--- src/sit_pkg.sv ---
`timescale 1ns / 1ps
// shared types, codes and widths for the sorted insert table
package sit_pkg;

	localparam int FUNC_LEN   = 2;
	localparam int KEY_LEN    = 32;
	localparam int INDEX_LEN  = 8;
	localparam int POS_LEN    = 9;
	localparam int STATUS_LEN = 2;

	// cells are picked in groups of this size
	localparam int GROUP_SIZE  = 16;
	localparam int GROUP_SEL_W = 4;

	localparam logic [FUNC_LEN-1:0] FUNC_INSERT = 2'd0;
	localparam logic [FUNC_LEN-1:0] FUNC_FIND   = 2'd1;
	localparam logic [FUNC_LEN-1:0] FUNC_READ   = 2'd2;

	localparam logic [STATUS_LEN-1:0] STATUS_OK    = 2'd0;
	localparam logic [STATUS_LEN-1:0] STATUS_FULL  = 2'd1;
	localparam logic [STATUS_LEN-1:0] STATUS_RANGE = 2'd2;

	typedef struct packed {
		logic [FUNC_LEN-1:0]  func;
		logic [KEY_LEN-1:0]   key;
		logic [INDEX_LEN-1:0] index;
	} sit_req_t;

	typedef struct packed {
		logic [KEY_LEN-1:0]    read_key;
		logic [POS_LEN-1:0]    position;
		logic [POS_LEN-1:0]    entry_count;
		logic [STATUS_LEN-1:0] status;
	} sit_rsp_t;

	typedef struct packed {
		logic occupied;
		logic load;
		logic shift;
	} sit_cell_ctl_t;

endpackage

--- src/sit_cell.sv ---
`timescale 1ns / 1ps
// one table cell: holds a key, compares it with the search key, shifts up
module sit_cell import sit_pkg::*; #(
	parameter int KW = 32
) (
	input  logic          clk,
	input  sit_cell_ctl_t ctl,
	input  logic [KW-1:0] flip,
	input  logic [KW-1:0] search_ord,
	input  logic [KW-1:0] new_key,
	input  logic [KW-1:0] prev_key,
	output logic [KW-1:0] key_q,
	output logic          gt_s1
);

	always_ff @(posedge clk) begin
		if (ctl.load) begin
			key_q <= new_key;
		end else if (ctl.shift) begin
			key_q <= prev_key;
		end
		// xor with flip turns a signed order into an unsigned one
		gt_s1 <= ctl.occupied & ((key_q ^ flip) > search_ord);
	end

endmodule

--- config.mk ---
export PLATFORM = sky130hd
export DESIGN_NAME = sit_cell
export DESIGN_NICKNAME = d
export VERILOG_FILES = /design/src/sit_pkg.sv /design/src/sit_cell.sv
export SDC_FILE = /design/constraint.sdc
export NUM_CORES = 1
export LEC_CHECK = 0
export BUFFER_PORTS_ARGS = -buffer_cell sky130_fd_sc_hd__buf_2
export CORE_AREA = 2 2 80 82
export DETAILED_ROUTE_END_ITERATION = 10
export DIE_AREA = 0 0 82 84
export PLACE_DENSITY_LB_ADDON = 0.1
export SYNTH_ARGS = -nofsm -noshare
export SYNTH_HDL_FRONTEND = slang
export SYNTH_SLANG_ARGS = --single-unit
--- constraint.sdc ---
create_clock -name clk -period 2.4 [get_ports clk]
set_clock_uncertainty 0.1 [all_clocks]
set_input_delay 0.12 -clock clk [delete_from_list [all_inputs] [get_ports clk]]
set_output_delay 0.12 -clock clk [all_outputs]
set_load 0.05 [all_outputs]
Word level (Yosys, flattened, before mapping)
Index checks and enable logic that the tools add are counted.
- register bits: 33
- bits in latches: 0
- memory bits (writable): 0
- bits in read-only memories: 0
- bits of input ports: 132
- output and inout port bits: 33
- logic and storage cells: 8
- memories: 0
- $add $sub $neg: 0
- multipliers: 0
- div/mod/pow operators: 0
- order comparisons: 1
- eq/ne operators: 0
- shifts and indexed selects: 0
- mux-type cells: 2
- bitwise operators: 2
- reduce and logical (&&, ||, !) cells: 1
- operators with widths (kind ; number):
    $mux W32 ; 2
    $gt A32 B32 Y1 ; 1
    $xor A32 B32 Y32 ; 1
    $reduce_bool A2 Y1 ; 1
    $and A1 B1 Y1 ; 1

Depth between registers and ports, before layout
- word-level depth: 3
- gate-level depth with buffers: 7
- depth with buffers taken out: 7

Worst setup path after synthesis
Ideal clock, no wire load.
- kind: reg2reg
- start: register key_q[14]
- end: register gt_s1
- setup time: 124 ps
- arrival: 2007 ps
- data required time: 2176 ps
- path slack: 168 ps
- cell stages (with the launch flop): 8
- buffers on the path: 0
- period minus slack after synthesis: 2232 ps
- path through: edfxtp_1 -> xor2_1 -> ha_1 -> a21oi_1 -> nand2_1 -> a221o_1 -> o311ai_1 -> a21oi_1
- longest elaborated chain between the ends: 3
- RTL lines (element ; line ; text):
    start, declared ; sit_cell.sv:12 ; output logic [KW-1:0] key_q,
    start signal, assigned ; sit_cell.sv:18 ; key_q <= new_key;
    start signal, assigned ; sit_cell.sv:20 ; key_q <= prev_key;
    $xor A32 B32 Y32 ; sit_cell.sv:23 ; gt_s1 <= ctl.occupied & ((key_q ^ flip) > search_ord);
    $gt A32 B32 Y1 ; sit_cell.sv:23 ;
    $and A1 B1 Y1 ; sit_cell.sv:23 ;
    end signal, assigned ; sit_cell.sv:23 ;
    end, declared ; sit_cell.sv:13 ; output logic gt_s1
Every way passes these cells.
A chain may end at the register's enable or synchronous reset.

Worst setup path in the final report
Same ends and word-level chain as after synthesis.

==> flow_metrics.tcl <==
set metrics [dict create \
    hold_viol_final 0 \
    antenna_found_initial 0 \
    synth_area_leader_cell "edfxtp_1" \
    maxCapViolCount 0 \
    cts_inserted_buffers 5 \
    slew_violations 0 \
    synth.area.top_cells "edfxtp_1 (39%), ha_1 (16%), mux2_2 (12%), xor2_1 (11%), inv_1 (4.8%)" \
    initial_core_util 0.401 \
    p_comb_frac 0.395 \
    power_density_mw_per_mm2 546 \
    tns_ns 0 \
    clkTransAtPathRegs_ns 0.07 \
    period_minus_slack_ns 2.06 \
    rsz0062_at_grt "false" \
    synthesis.area_sq_mm 0.00245 \
    grt.total_usage 0.175 \
    row_count 29 \
    root_buffer "clkbuf_8" \
    grt_overflow 0 \
    cpMostUsedCell "a21oi_1" \
    cp_max_fo 3 \
    worstPathArrival_ns 2.11 \
    p_leak_nw 1.81 \
    cts-htree-levels 2 \
    switchingPower_mw 0.682 \
    critical_path_class "flip-flop to flip-flop" \
    crit_path_cell_trace "xor2_1 > ha_1 > a21oi_1 > nand2_1 > a221o_1 > o311ai_1 > a21oi_1" \
    dp_hpwl_um 5070 \
    die_w_um 82 \
    dr_total_vias 2137 \
    slew_headroom 0.728 \
    synth-xor-area-share 0.115 \
    post-route-util 0.567 \
    coreArea_sq_mm 0.00610 \
    status "finished, final reports clean" \
    drive_gt1_frac 0.517 \
    cp-end-kind "flip-flop" \
    area_growth_pct 41.3 \
    crit_required_ns 2.46 \
    design.final.nets 548 \
    placed_cells 453 \
    synth_compound_area_frac 0.0614 \
    ant_nets 0 \
    port_buffers 164 \
    fin_crit_sh 0.857 \
    setup.worst_path.start_class "flip-flop" \
    drtIter0Drc 40 \
    synth_nets 377 \
    ys_warn_count 0 \
    ir_worst_vdd_v 0.000319 \
    hold_class "primary input to flip-flop" \
    intPower_mw 1.20 \
    post_dp_cell_area_sq_mm 0.00337 \
    gp_congestion 0.750 \
    grt_pass1_wl_um 9090 \
    max_freq_mhz 486 \
    tritoncts "yes" \
    pre_cts_ws_ns 0.370 \
    p_seq_frac 0.397 \
    first_pass_iters 4 \
    slowest_stage "edfxtp_1" \
    setup_ws_ns 0.344 \
    synthAdderAreaFrac 0.164 \
    die_area_sq_mm 0.00689 \
    diodes 0 \
    avgRoutedWirePerCell_um 12.7 \
    whs_ns 0.0326 \
    synth-simple-area-share 0.0568 \
    ys_seq_area_frac 0.401 \
    synthMuxAreaShare 0.147 \
    clk-insertion-delay-late_ns 0.28 \
    remaining_drc_errors 0 \
    yosys.area.top_type_share 0.393 \
    sw_frac_of_total 0.362 \
    worstMarginPinSlew_ns 0.397 \
    avgSynthCellArea_sq_um 11.5 \
    synth_top_family_by_area "adder cells" \
    final_cell_area_sq_mm 0.00346 \
    final-setup-viol-count 0 \
    clockBufferDepth 2 \
    routed_wl_um 5870 \
    io_pins 165 \
    stdcell_count 462 \
    p_clk_frac 0.209 \
    clock-sinks 33 \
    grt_max_degree 22 \
    ctsResizeCount 0 \
    die_h_um 84 \
    vias_per_cell 4.63 \
    synthCells 213 \
    ys_types 28 \
    grt_pass1_vias 2146 \
    max_stage_delay_ns 0.41 \
    synth-seq-cells 33 \
    power.total_mw 1.89 \
]
-- cell families (layout without fill, tap and decap cells) --
kind of cell	after synthesis	count (layout)
adder cells (fa/ha/maj)	32	32
AND/OR/NAND/NOR	25	25
AO/OA/AOI/OAI	24	24
XOR/XNOR	32	32
multiplexers	32	32
flip-flops	33	33
buffers and inverters	35	207
-- per-layer routing --
| layer | wire length (um) | part of all wire | vias up | GRT usage |
|---|---|---|---|---|
| li1 | - | - | 1104 | - |
| met1 | 2290 | 0.39 | 930 | 0.202 |
| met2 | 3050 | 0.52 | 101 | 0.306 |
| met3 | 497 | 0.085 | 2 | 0.0552 |
| met4 | 23 | 0.0039 | 0 | 0.0439 |
| met5 | 0 | 0 | - | 0 |
-- critical path: cells and delay by family, from the launching register on --
family,cells,cell delay (ns)
adders and majority gates,1,0.31
DFF,1,0.41
xor gates and xnor gates,1,0.16
AOI/OAI and AO/OA,4,0.90
and+or+nand+nor,1,0.06
-- timing repair --
action                                 in CTS  in global routing
setup endpoints to repair                   0                  0
setup buffers                               0                  0
hold buffers                                1                  0
endpoints found under the hold margin       1                  0
-- cells in the mapped netlist --
cell       instances
a221o_1            2
a2111oi_0          1
nor3_2             1
nand3_1            6
o311ai_1           1
o21ai_0            2
a21oi_1           13
xor2_1            31
dfxtp_1            1
edfxtp_1          32
nor2b_1            1
ha_1              32
and4_1             1
nor3_1             1
inv_1             31
a211oi_1           1
clkbuf_1           1
nor2_1             1
mux2_1             6
buf_2              3
nor4_1             1
xnor2_1            1
or2_1              1
nand2_1            5
nand4_1            7
o211ai_1           1
mux2_2            26
a21o_1             3
-- cell type report --
cell class                 count  area [sq um]
clock buffer                   8          80.1
inverter                      31           116
timing repair buffer         168           853
tap                           77          96.3
multi-input combinational    145          1330
fill                         562          2640
sequential                    33           981
-- final timing paths --
check | start | to | slack [ns] | cells after the start
worst max-delay path | key_q[14]$_DFFE_PP_ | gt_s1$_DFF_P_ | 0.34 | 7
worst min-delay path | prev_key[21] | key_q[21]$_DFFE_PP_ | 0.03 | 2
worst min register to register | key_q[31]$_DFFE_PP_ | gt_s1$_DFF_P_ | 0.88 | 5
worst max register to register | key_q[14]$_DFFE_PP_ | gt_s1$_DFF_P_ | 0.34 | 7
-- placed cells by master, fill, tap and decap left out --
master and n:
buf_2 164, ha_1 32, edfxtp_1 32, xor2_1 31, inv_1 31, mux2_2 26
a21oi_1 13, nand4_1 7, mux2_1 6, nand3_1 6, nand2_1 5, clkbuf_8 5
a21o_1 3, clkbuf_1 3, buf_4 3, o21ai_0 2, a221o_1 2, xnor2_1 1
a211oi_1 1, nor3_2 1, nor3_1 1, nor2_1 1, nor2b_1 1, o211ai_1 1
a2111oi_0 1, and4_1 1, o311ai_1 1, nor4_1 1, or2_1 1, dfxtp_1 1
dlygate4sd3_1 1
-- state kept, by name, summed over array words and instances (netlist names) --
register,cells
key_q,32
gt_s1,1
-- power groups by stage --
stage               sequential, mW  combinational [mW]  clock, mW
floorplan                    0.985               0.286          0
global placement             0.758               0.750          0
detailed placement           0.762               0.752          0
CTS                          0.750               0.757      0.409
global route                 0.757               0.829      0.430
finish                       0.749               0.745      0.394
Note: power is estimated with default switching activity, not from simulation.
