--- config.mk ---
export PLATFORM = sky130hd
export DESIGN_NAME = sit_group
export DESIGN_NICKNAME = d
export VERILOG_FILES = /design/src/sit_pkg.sv /design/src/sit_group.sv
export SDC_FILE = /design/constraint.sdc
export NUM_CORES = 1
export LEC_CHECK = 0
export BUFFER_PORTS_ARGS = -buffer_cell sky130_fd_sc_hd__buf_2
export CAP_MARGIN = 20
export CORE_AREA = 5 5 218 220
export CTS_CLUSTER_SIZE = 12
export DETAILED_ROUTE_END_ITERATION = 8
export DIE_AREA = 0 0 223 225
export PLACE_DENSITY = 0.33
export SYNTH_ARGS = -nofsm -noshare
export SYNTH_HDL_FRONTEND = slang
export SYNTH_SLANG_ARGS = --single-unit
--- constraint.sdc ---
create_clock -name clk -period 3 [get_ports clk]
set_clock_uncertainty 0.1 [all_clocks]
set_input_delay 0.3 -clock clk [delete_from_list [all_inputs] [get_ports clk]]
set_output_delay 0.3 -clock clk [all_outputs]
set_load 0.03 [all_outputs]
--- src/sit_pkg.sv ---
`timescale 1ns / 1ps
// shared types, codes and widths for the sorted insert table
package sit_pkg;

	localparam int FUNC_LEN   = 2;
	localparam int KEY_LEN    = 32;
	localparam int INDEX_LEN  = 8;
	localparam int POS_LEN    = 9;
	localparam int STATUS_LEN = 2;

	// cells are picked in groups of this size
	localparam int GROUP_SIZE  = 16;
	localparam int GROUP_SEL_W = 4;

	localparam logic [FUNC_LEN-1:0] FUNC_INSERT = 2'd0;
	localparam logic [FUNC_LEN-1:0] FUNC_FIND   = 2'd1;
	localparam logic [FUNC_LEN-1:0] FUNC_READ   = 2'd2;

	localparam logic [STATUS_LEN-1:0] STATUS_OK    = 2'd0;
	localparam logic [STATUS_LEN-1:0] STATUS_FULL  = 2'd1;
	localparam logic [STATUS_LEN-1:0] STATUS_RANGE = 2'd2;

	typedef struct packed {
		logic [FUNC_LEN-1:0]  func;
		logic [KEY_LEN-1:0]   key;
		logic [INDEX_LEN-1:0] index;
	} sit_req_t;

	typedef struct packed {
		logic [KEY_LEN-1:0]    read_key;
		logic [POS_LEN-1:0]    position;
		logic [POS_LEN-1:0]    entry_count;
		logic [STATUS_LEN-1:0] status;
	} sit_rsp_t;

	typedef struct packed {
		logic occupied;
		logic load;
		logic shift;
	} sit_cell_ctl_t;

endpackage

--- src/sit_group.sv ---
`timescale 1ns / 1ps
// first greater cell and read select within one group of cells
module sit_group import sit_pkg::*; #(
	parameter int KW = 32
) (
	input  logic                   clk,
	input  logic [GROUP_SIZE-1:0]  flags,
	input  logic [KW-1:0]          keys [GROUP_SIZE],
	input  logic [GROUP_SEL_W-1:0] sel,
	output logic                   any_s2,
	output logic [GROUP_SEL_W-1:0] first_s2,
	output logic [KW-1:0]          rkey_s2
);

	logic [GROUP_SEL_W-1:0] first;

	always_comb begin
		first = '0;
		for (int i = GROUP_SIZE - 1; i >= 0; i--) begin
			if (flags[i]) begin
				first = GROUP_SEL_W'(i);
			end
		end
	end

	always_ff @(posedge clk) begin
		any_s2   <= |flags;
		first_s2 <= first;
		rkey_s2  <= keys[sel];
	end

endmodule
After elaboration in Yosys (flattened, before gate mapping):

Cells that the tools add are included.

* bits in registers: 37
* latch bits: 0
* bits in writable memories: 0
* memory bits (read-only): 0
* input bits: 533
* output and inout bits: 37
* word-level logic and storage cells: 30
* memories: 0

* add/subtract/negate cells: 0
* multipliers: 0
* div/mod/pow operators: 0
* magnitude comparators: 1
* eq/ne operators: 0
* shift operators: 0
* muxes and demuxes: 18
* bitwise operators: 1
* reduce and logical (&&, ||, !) cells: 4

Operators by type and width (count)
* 32-bit binary-select mux with 4-bit select: 1
* 32-bit two-way mux: 2
* 4-bit two-way mux: 8
* 16-bit OR reduction: 1
* 3-bit two-way mux: 4
* 8-bit OR reduction: 1
* 5-bit greater-or-equal comparator (second input constant): 1
* 4-bit NOT with 5-bit output: 1
* 2-bit two-way mux: 2
* 4-bit OR reduction: 1
* 2-bit OR reduction: 1
* 1-bit two-way mux: 1

Logic depth before layout (Yosys ltp):

Gate-level depths: netlist of run 1.

* depth after elaboration: 15
* gate-level depth with buffers: 5

Least setup slack after synthesis of run 1:

OpenSTA, ideal clock, no wires.

* path kind: input to register
* start: input port sel[0]
* end: register rkey_s2[17]
* setup time: 0.120 ns
* arrival time: 1.452 ns
* data required time: 2.780 ns
* slack: 1.328 ns
* cell stages on the path: 5
* buffers on the path: 2
* cells stage by stage: buf_2 -> buf_4 -> mux4_2 -> a22oi_1 -> nand2_1

* word-level cells in the longest chain between the ends: 4

Ends and longest elaborated chain
* from (decl): line sit_group.sv:9 `input logic [GROUP_SEL_W-1:0] sel,`
* 4-bit NOT with 5-bit output (implied by the code): line sit_group.sv:29 `rkey_s2 <= keys[sel];`
* 32-bit binary-select mux with 4-bit select: line sit_group.sv:29
* 32-bit two-way mux (implied by the code) (2 in series): line sit_group.sv:29
* to (signal assigned): line sit_group.sv:29
* to (decl): line sit_group.sv:12 `output logic [KW-1:0] rkey_s2`

No other way between the ends. The select of a mux whose other input is x is not followed.
A chain may end at the register's enable or synchronous reset.

Worst setup path after layout of run 1:

* start: input port sel[0]
* end: register rkey_s2[16]

Same word-level chain as after synthesis.

==> results.toml, run 1 <==
[run_status]
status = "finished clean"

[drt]
vias = 5960
postRouteAntennaNets = 0
drt_iter0_drc = 263
dr.pass1.iters = 4
routed_wirelength_mm = 33.50
drc_errors = 0
routedWlPerCell_um = 22.21
routed_via_density = 3.952

[worst_setup_path]
critPathLaunchType = "input port"
required_ns = 3.10
path_max_fanout = 28
critPathArrivalTime_ns = 1.97
crit_type = "in -> reg"
worstSetupEndpointType = "flip-flop"
startpoint = "sel[0]"

[logic_synthesis]
syn_avg_cell_area_sq_um = 13.59
synth_most_common_cell = "mux4_2"
synth_common_cells = "mux4_2, a22oi_1, dfxtp_1, nand2_1, clkbuf_1"
synth_area_leaders = "mux4_2, dfxtp_1, a22oi_1"
synth_async_sr_flop_share = 0
synth-edff-count = 0
synthesis.area_sq_um = 4634
syn_nets = 874
ys.flop_type = "dfxtp_1"
ys_warn_count = 0
synth_seq_cells = 37
ys_seq_area_frac = 0.1598
synth_largest_area_cell = "mux4_2"
syn_inst = 341
synth_top_area_share = 0.6220
yosysUniqueCellTypes = 25

[power]
p_total_uw = 2545
switchingPower_uw = 867.7
combPwrFrac = 0.475
peakVddDrop_mv = 0.1538
leakagePower_uw = 0.003991
swShare = 0.3409
power.internal_uw = 1678
p_per_area_nw_per_um2 = 297.5
pwr-share-seq = 0.225
clkPwrFrac = 0.300

[floorplanning]
die_y_um = 225
start_util = 0.1028
rows = 78
core_area_sq_um = 45090
dieArea_sq_um = 50180
die_x_um = 223
io_pins = 570

[sta]
drv_slew = 0
tightest_slew_ns = 0.8510
min_period_over_period = 0.6243
slew_headroom = 0.4327
clock.fmax_ghz = 0.5339
setup-violations-final = 0
hold_viol = 0
period_needed_ns = 1.873
tns_ns = 0
rsz0062_at_grt = "no"
worst_slack_ns = 1.127

[flow_run]
drv_cap = 0

[layout]
post-route-util = 0.1898
finalNetCount = 1439
drive_gt1_frac = 0.8170
syn2layout_area_growth_pct = 84.64
multi_input_area_sq_um = 3684
regArea_sq_um = 740.7
nFillCells = 5064

[placement]
place_ws_ns = 0.7114
hpwlAfterDp_mm = 28.75
portBuffers = 569
place_congestion = 0.8881

[global_route]
grt_max_degree = 53
grt_usage = 0.1269
antenna_found_initial = 2
grt_pass1_wl_mm = 46.77
grt-ovfl-total = 0
grt_pass1_vias = 6929

[clocking]
h-tree-depth = 2
post-cts-setup-buffer-count = 0
path_clk_slew_ns = 0.07
clock-root-buffer = "clkbuf_16"
cts.sinks = 37
cts_resized = 0
clockBufferDepth = 2
cts_made_buffers = 5
cts_tree = "built"
ctsHoldBuffers = 0

[worst_hold_path]
min-delay-start = "flags[0]"
hold_path_class = "in -> reg"
[layer usage]
layer  global-route usage  vias to the layer above  share of wire
met5                    0                        -        0.00033
met4              0.03142                        2          0.017
met3              0.03452                       21          0.074
met2               0.2312                      329           0.52
met1               0.1478                     2963           0.39
li1                     -                     2645              -
[power by group through the flow]
stage / Combinational, uW / Sequential, uW / Clock, uW
after detailed placement: 1230 / 584 / 0
final: 1210 / 572 / 764
after CTS: 1230 / 574 / 825
after floorplan: 489 / 712 / 0
after global placement: 1230 / 586 / 0
after global routing: 1300 / 578 / 830
[placed cells by master (no fill, tap or decap), drive strengths merged, types with 2 or more instances in the layout]
master    n
nor2b     3
nor2     11
mux4    128
clkbuf    6
a22oi    64
bufinv    2
nand2    36
a21oi     4
inv       3
buf     600
dfxtp    37
[logic make-up (layout without fill, tap and decap cells)]
| group | Yosys count | after routing | synth area share |
|---|---|---|---|
| compound gates | 74 | 74 | 0.1177 |
| buf+inv | 46 | 612 | 0.05049 |
| flops | 37 | 37 | 0.1598 |
| mux | 128 | 128 | 0.6220 |
| other cells | 0 | 1 | 0 |
| simple gates | 56 | 56 | 0.04995 |
[stage by stage]
stage | instances | hold WS (ns) | area, sq um
5_1_grt | 1508 | 0.07379 | 8557
3_3_place_gp | 1499 | 0.4025 | 8364
6_report | 1508 | 0.06947 | 8557
2_1_floorplan | 341 | 0.2691 | 4634
4_1_cts | 1507 | 0.03846 | 8554
3_5_place_dp | 1499 | 0.4058 | 8364
[worst max-delay path, cell delays in order]
cell and delay [ns]:
clkbuf_8 0.25, buf_12 0.26, buf_4 0.21, mux4_2 0.50, a22oi_1 0.29, nand2_1 0.08
[worst paths after layout]
| path | slack, ns | to | depth (start not counted) |
|---|---|---|---|
| setup / recovery | 1.13 | rkey_s2[16] | 6 |
| hold / removal | 0.07 | first_s2[0] | 2 |
[flip-flops by register name (all words and copies together), names as in the netlist]
register and cells:
first_s2 4, rkey_s2 32, any_s2 1
[final cells by class]
class	count	share of cell area
clock inverter	3	0.007603
sequential	37	0.08656
multi-input combinational	258	0.4305
tap	600	0.08773
timing repair buffer	601	0.3714
clock buffer	5	0.01462
inverter	3	0.001316
antenna	1	0.0002924
Power figures use the tool's default switching activity.
==> run 2, diff against run 1 <==
--- a/config.mk
+++ b/config.mk
@@ -7,10 +7,10 @@
 export LEC_CHECK = 0
 export BUFFER_PORTS_ARGS = -buffer_cell sky130_fd_sc_hd__buf_2
 export CAP_MARGIN = 20
-export CORE_AREA = 5 5 218 220
+export CORE_AREA = 5 5 217 219
 export CTS_CLUSTER_SIZE = 12
 export DETAILED_ROUTE_END_ITERATION = 8
-export DIE_AREA = 0 0 223 225
+export DIE_AREA = 0 0 222 224
 export PLACE_DENSITY = 0.33
 export SYNTH_ARGS = -nofsm -noshare
 export SYNTH_HDL_FRONTEND = slang
==> constraint.sdc (replaced) <==
create_clock -name clk -period 1.9 [get_ports clk]
set_clock_uncertainty 0.1 [all_clocks]
set_input_delay 0.19 -clock clk [delete_from_list [all_inputs] [get_ports clk]]
set_output_delay 0.19 -clock clk [all_outputs]
set_load 0.03 [all_outputs]
==> results.toml, run 2 (same netlist as run 1, synthesis figures left out) <==
[run_status]
status = "finished clean"

[drt]
routed_wirelength_mm = 33.04
drc_errors = 0
vias = 5988
drt_iter0_drc = 188
routed_via_density = 3.950
postRouteAntennaNets = 0
dr.pass1.iters = 4
routedWlPerCell_um = 21.79

[floorplanning]
rows = 78
io_pins = 570
core_area_sq_um = 44890
start_util = 0.1032
die_y_um = 224
die_x_um = 222
dieArea_sq_um = 49730

[layout]
regMostFlops = "rkey_s2"
drive_gt1_frac = 0.8145
nFillCells = 5028
finalNetCount = 1444
fin_cells = 1516
layout_common_cells = "buf_2, mux4_2, a22oi_1"
syn2layout_area_growth_pct = 86.64
reg_top3 = "rkey_s2 (32), first_s2 (4), any_s2 (1)"
mostFrequentLayoutCell = "buf_2"
largest_register_ffs = 32

[sta]
period_needed_ns = 1.457
hold_viol = 0
drv_slew = 0
min_period_over_period = 0.7667
slew_headroom = 0.3955
clock.fmax_ghz = 0.6865
rsz0062_at_grt = "no"
tightest_slew_ns = 0.9049
tns_ns = 0
setup-violations-final = 0
worst_slack_ns = 0.4433

[worst_setup_path]
critPathArrivalTime_ns = 1.55
worstSetupEndpointType = "flip-flop"
required_ns = 2.00
crit_type = "in -> reg"
path_max_fanout = 27
critPathLaunchType = "input port"

[global_route]
top_usage_layer = "met2"
grt_use_met1 = 0.1487
antenna_found_initial = 6
grt_max_degree = 36
grt-ovfl-total = 0
met2_usage = 0.2233
grt_usage = 0.1274
grt_pass1_wl_mm = 47.13
grtUsageMet3 = 0.04311
grt_pass1_vias = 7040

[clocking]
cts.sinks = 37
h-tree-depth = 2
clockBufferDepth = 2
path_clk_slew_ns = 0.06
clock-root-buffer = "clkbuf_16"
cts_resized = 0
cts_made_buffers = 5
ctsHoldBuffers = 2
cts_tree = "built"
post-cts-setup-buffer-count = 0

[placement]
portBuffers = 569
place_ws_ns = 0.09198
hpwlAfterDp_mm = 28.88
place_congestion = 0.8585
placed_cells = 1502

[power]
power.internal_uw = 2442
swShare = 0.3522
combPwrFrac = 0.510
pwr-share-seq = 0.241
peakVddDrop_mv = 0.2460
p_per_area_nw_per_um2 = 435.8
switchingPower_uw = 1328
p_total_uw = 3769
clkPwrFrac = 0.249
leakagePower_uw = 0.004020

[flow_run]
drv_cap = 0

[worst_hold_path]
min-delay-start = "flags[3]"
min_to = "any_s2"
hold_depth = 3
hold_path_class = "in -> reg"
-- run 2: per-stage QoR --
stage	hold slack, ns	util	area, sq um
2_1_floorplan	0.1591	-	4634
3_3_place_gp	0.2927	0.1888	8474
3_5_place_dp	0.2895	0.1888	8474
4_1_cts	0.02105	0.1924	8637
5_1_grt	0.04410	0.1926	8645
6_report	0.05062	0.1927	8650
-- run 2: layout make-up --
cell class | count | area (sq um) | area share
flip-flops and latches | 37 | 740.7 | 0.08564
clock buffers | 7 | 142.6 | 0.01649
repair buffers | 606 | 3308 | 0.3825
well taps | 600 | 750.7 | 0.08679
multi-input cells | 258 | 3684 | 0.4259
diodes | 5 | 12.51 | 0.001447
inverters | 3 | 11.26 | 0.001302
-- run 2: how the worst max path moves through the flow --
| stage | start | endpoint | slack [ns] |
|---|---|---|---|
| 5_1_grt | sel[0] | rkey_s2[15] | 0.37 |
| 2_1_floorplan | sel[0] | rkey_s2[17] | 0.34 |
| 6_report | sel[0] | rkey_s2[15] | 0.44 |
| 3_3_place_gp | sel[0] | rkey_s2[16] | 0.09 |
| 3_5_place_dp | sel[0] | rkey_s2[16] | 0.09 |
| 4_1_cts | sel[0] | rkey_s2[16] | 0.45 |
-- run 2: routing by layer --
layer	wire length (um)	share of wire
met2	16920	0.51
met4	628	0.019
met1	12730	0.39
met5	13	0.00039
met3	2741	0.083
-- run 2: power by group through the flow --
stage | Combinational [uW] | Sequential, uW | Clock, uW
after floorplan | 773 | 1120 | 0
after global placement | 1950 | 929 | 0
after detailed placement | 1950 | 929 | 0
after CTS | 1960 | 912 | 1040
after global routing | 2080 | 920 | 1050
final | 1920 | 909 | 937
-- run 2: worst max-delay path: stages --
cell and delay (ns):
clkbuf_8 0.12, buf_12 0.22, buf_12 0.18, mux4_2 0.50
a22oi_1 0.21, nand2_1 0.07
==> run 3, diff against run 2 <==
--- a/config.mk
+++ b/config.mk
@@ -5,13 +5,14 @@
 export SDC_FILE = /design/constraint.sdc
 export NUM_CORES = 1
 export LEC_CHECK = 0
+export ABC_AREA = 1
 export BUFFER_PORTS_ARGS = -buffer_cell sky130_fd_sc_hd__buf_2
 export CAP_MARGIN = 20
-export CORE_AREA = 5 5 217 219
+export CORE_AREA = 5 5 220 222
 export CTS_CLUSTER_SIZE = 12
 export DETAILED_ROUTE_END_ITERATION = 8
-export DIE_AREA = 0 0 222 224
-export PLACE_DENSITY = 0.33
+export DIE_AREA = 0 0 225 227
+export PLACE_DENSITY = 0.37
 export SYNTH_ARGS = -nofsm -noshare
 export SYNTH_HDL_FRONTEND = slang
 export SYNTH_SLANG_ARGS = --single-unit
==> constraint.sdc (replaced) <==
create_clock -name clk -period 1.3 [get_ports clk]
set_clock_uncertainty 0.1 [all_clocks]
set_input_delay 0.13 -clock clk [delete_from_list [all_inputs] [get_ports clk]]
set_output_delay 0.13 -clock clk [all_outputs]
set_load 0.03 [all_outputs]
==> results.toml, run 3 <==
[run_status]
status = "finished clean"

[clocking]
clockBufferDepth = 2
path_clk_slew_ns = 0.07
cts.sinks = 37
cts_tree = "built"
h-tree-depth = 2
cts_made_buffers = 5
clock-root-buffer = "clkbuf_16"

[worst_setup_path]
cp_slowest_cell = "o211ai_1"
worstSetupEndpointType = "flip-flop"
cp_slowest_stage_delay_ns = 0.52
crit_end = "rkey_s2[21]"
startpoint = "sel[0]"
critPathArrivalTime_ns = 1.35
crit_top_cell = "buf_6"
crit_type = "in -> reg"
path_max_fanout = 8
critPathLaunchType = "input port"
crit_chain = "buf_16 -> buf_6 -> buf_6 -> mux2i_1 -> o21ai_1 -> o211ai_1 -> nand2_1"
required_ns = 1.40

[power]
p_per_area_nw_per_um2 = 605.3
leakagePower_uw = 0.005713
p_total_uw = 6435
peakVddDrop_mv = 0.4710

[layout]
regMostFlops = "rkey_s2"
layout_common_cells = "buf_2, inv_1, a21oi_1"
syn2layout_area_growth_pct = 77.39
largest_register_ffs = 32
post-route-util = 0.2303
fin_cells = 2150
mostFrequentLayoutCell = "buf_2"
finalNetCount = 2073
nFillCells = 5352
reg_top3 = "rkey_s2 (32), first_s2 (4), any_s2 (1)"
multi_input_area_sq_um = 4128
final_cell_area_sq_um = 10630
regArea_sq_um = 740.7
drive_gt1_frac = 0.4646

[logic_synthesis]
yosysUniqueCellTypes = 23
syn_avg_cell_area_sq_um = 6.550
synth-edff-count = 0
synth_most_common_cell = "inv_1"
synth_area_leaders = "mux2i_1, o211ai_1, dfxtp_1"
synthesis.area_sq_um = 5993
ys.flop_type = "dfxtp_1"
synth_seq_cells = 37
synth_common_cells = "inv_1, o21ai_0, a21oi_1, mux2i_1, o211ai_1"
ys_seq_area_frac = 0.1236
ys_warn_count = 0
synth_largest_area_cell = "mux2i_1"
synth_top_area_share = 0.2138
syn_inst = 915
syn_nets = 1448
synth_async_sr_flop_share = 0

[floorplanning]
dieArea_sq_um = 51080
io_pins = 570
die_x_um = 225
rows = 79
die_y_um = 227
start_util = 0.1298
core_area_sq_um = 46160

[global_route]
antenna_found_initial = 2
grt_max_degree = 38
grt_pass1_wl_mm = 60.91
grt-ovfl-total = 0
grt_pass1_vias = 9561
grt_usage = 0.1624

[drt]
routed_via_density = 4.153
vias = 8930
drt_iter0_drc = 331
routed_wirelength_mm = 44.34
dr.pass1.iters = 4
drc_errors = 0
routedWlPerCell_um = 20.63
postRouteAntennaNets = 0

[sta]
whs_ns = 0.03900
tightest_slew_ns = 0.6206
clock.fmax_ghz = 0.7978
min_period_over_period = 0.9642
slew_headroom = 0.5845
drv_slew = 0
setup-violations-final = 0
hold_viol = 0
period_needed_ns = 1.253
rsz0062_at_grt = "yes"

[placement]
hpwlAfterDp_mm = 38.79
placed_cells = 2128
place_congestion = 0.8458
placed_cell_area_sq_um = 10190
portBuffers = 569

[worst_hold_path]
hold_depth = 5
hold_path_class = "in -> reg"

[flow_run]
drv_cap = 0
run 3: cell types whose count changed after synthesis, sizes merged, moves of 17 or more:
cell and change:
buf +17, a22oi -64, mux4 -128, inv +143, mux2i +128, o21ai +164
clkbuf +30, nand3 +30, a21oi +127, o211ai +128
run 3: critical path, delay by kind of cell:
family / cells / cell delay, ns
AO/OA/AOI/OAI: 2 / 0.60
buffers and inverters: 3 / 0.33
multiplexers: 1 / 0.19
AND/OR/NAND/NOR: 1 / 0.10
run 3: through the flow:
step                TNS (ns)  worst slack (ns)
global placement      -11.39           -0.5860
detailed placement    -11.80           -0.5732
floorplan                  0           0.04922
CTS                 -0.03392          -0.01578
global route        -0.03291          -0.02007
finish                     0           0.04659
run 3: worst min-delay path by stage:
stage | from | to | slack [ns]
3_5_place_dp | flags[0] | first_s2[0] | 0.21
6_report | flags[9] | any_s2 | 0.04
4_1_cts | flags[9] | any_s2 | 0.02
2_1_floorplan | flags[0] | first_s2[0] | 0.1
5_1_grt | flags[8] | any_s2 | 0.06
3_3_place_gp | flags[0] | first_s2[0] | 0.20
run 3: what timing repair did:
item	CTS	global route
gates cloned	1	1
hold buffers	7	0
setup buffers	4	0
endpoints found under the hold margin	2	0
endpoints found under the setup margin	13	16
resized for setup	18	6
pin swaps	7	7
run 3: metal layers:
layer  GRT usage  vias to the layer above  wire [um]
met2      0.3113                      385      23400
li1            -                     4499          -
met4     0.04203                        0       1025
met3     0.03495                       37       2850
met5           0                        -          0
met1      0.1817                     4009      17070
run 3: report_power, final:
| group | leakage, uW | switching, uW | internal [uW] |
|---|---|---|---|
| registers | 0.000311 | 53.5 | 1260 |
| logic | 0.00532 | 1880 | 1610 |
| clock network | 0.0000841 | 658 | 964 |
run 3: area by class of cell:
| class | instances | area share |
|---|---|---|
| timing repair buffer | 708 | 0.4013 |
| multi-input combinational | 641 | 0.3883 |
| tap | 607 | 0.07144 |
| sequential | 37 | 0.06967 |
| inverter | 147 | 0.05261 |
| clock buffer | 7 | 0.01342 |
| clock inverter | 1 | 0.002825 |
| antenna | 2 | 0.0004708 |
run 3: logic make-up (layout without fill, tap and decap cells):
kind of cell / Yosys count / count (layout) / synth area share
multiplexers: 128 / 128 / 0.2138
AND/OR/NAND/NOR: 88 / 88 / 0.06284
buffers and inverters: 237 / 863 / 0.1908
flip-flops: 37 / 37 / 0.1236
AO/OA/AOI/OAI: 425 / 425 / 0.4090
other: 0 / 2 / 0
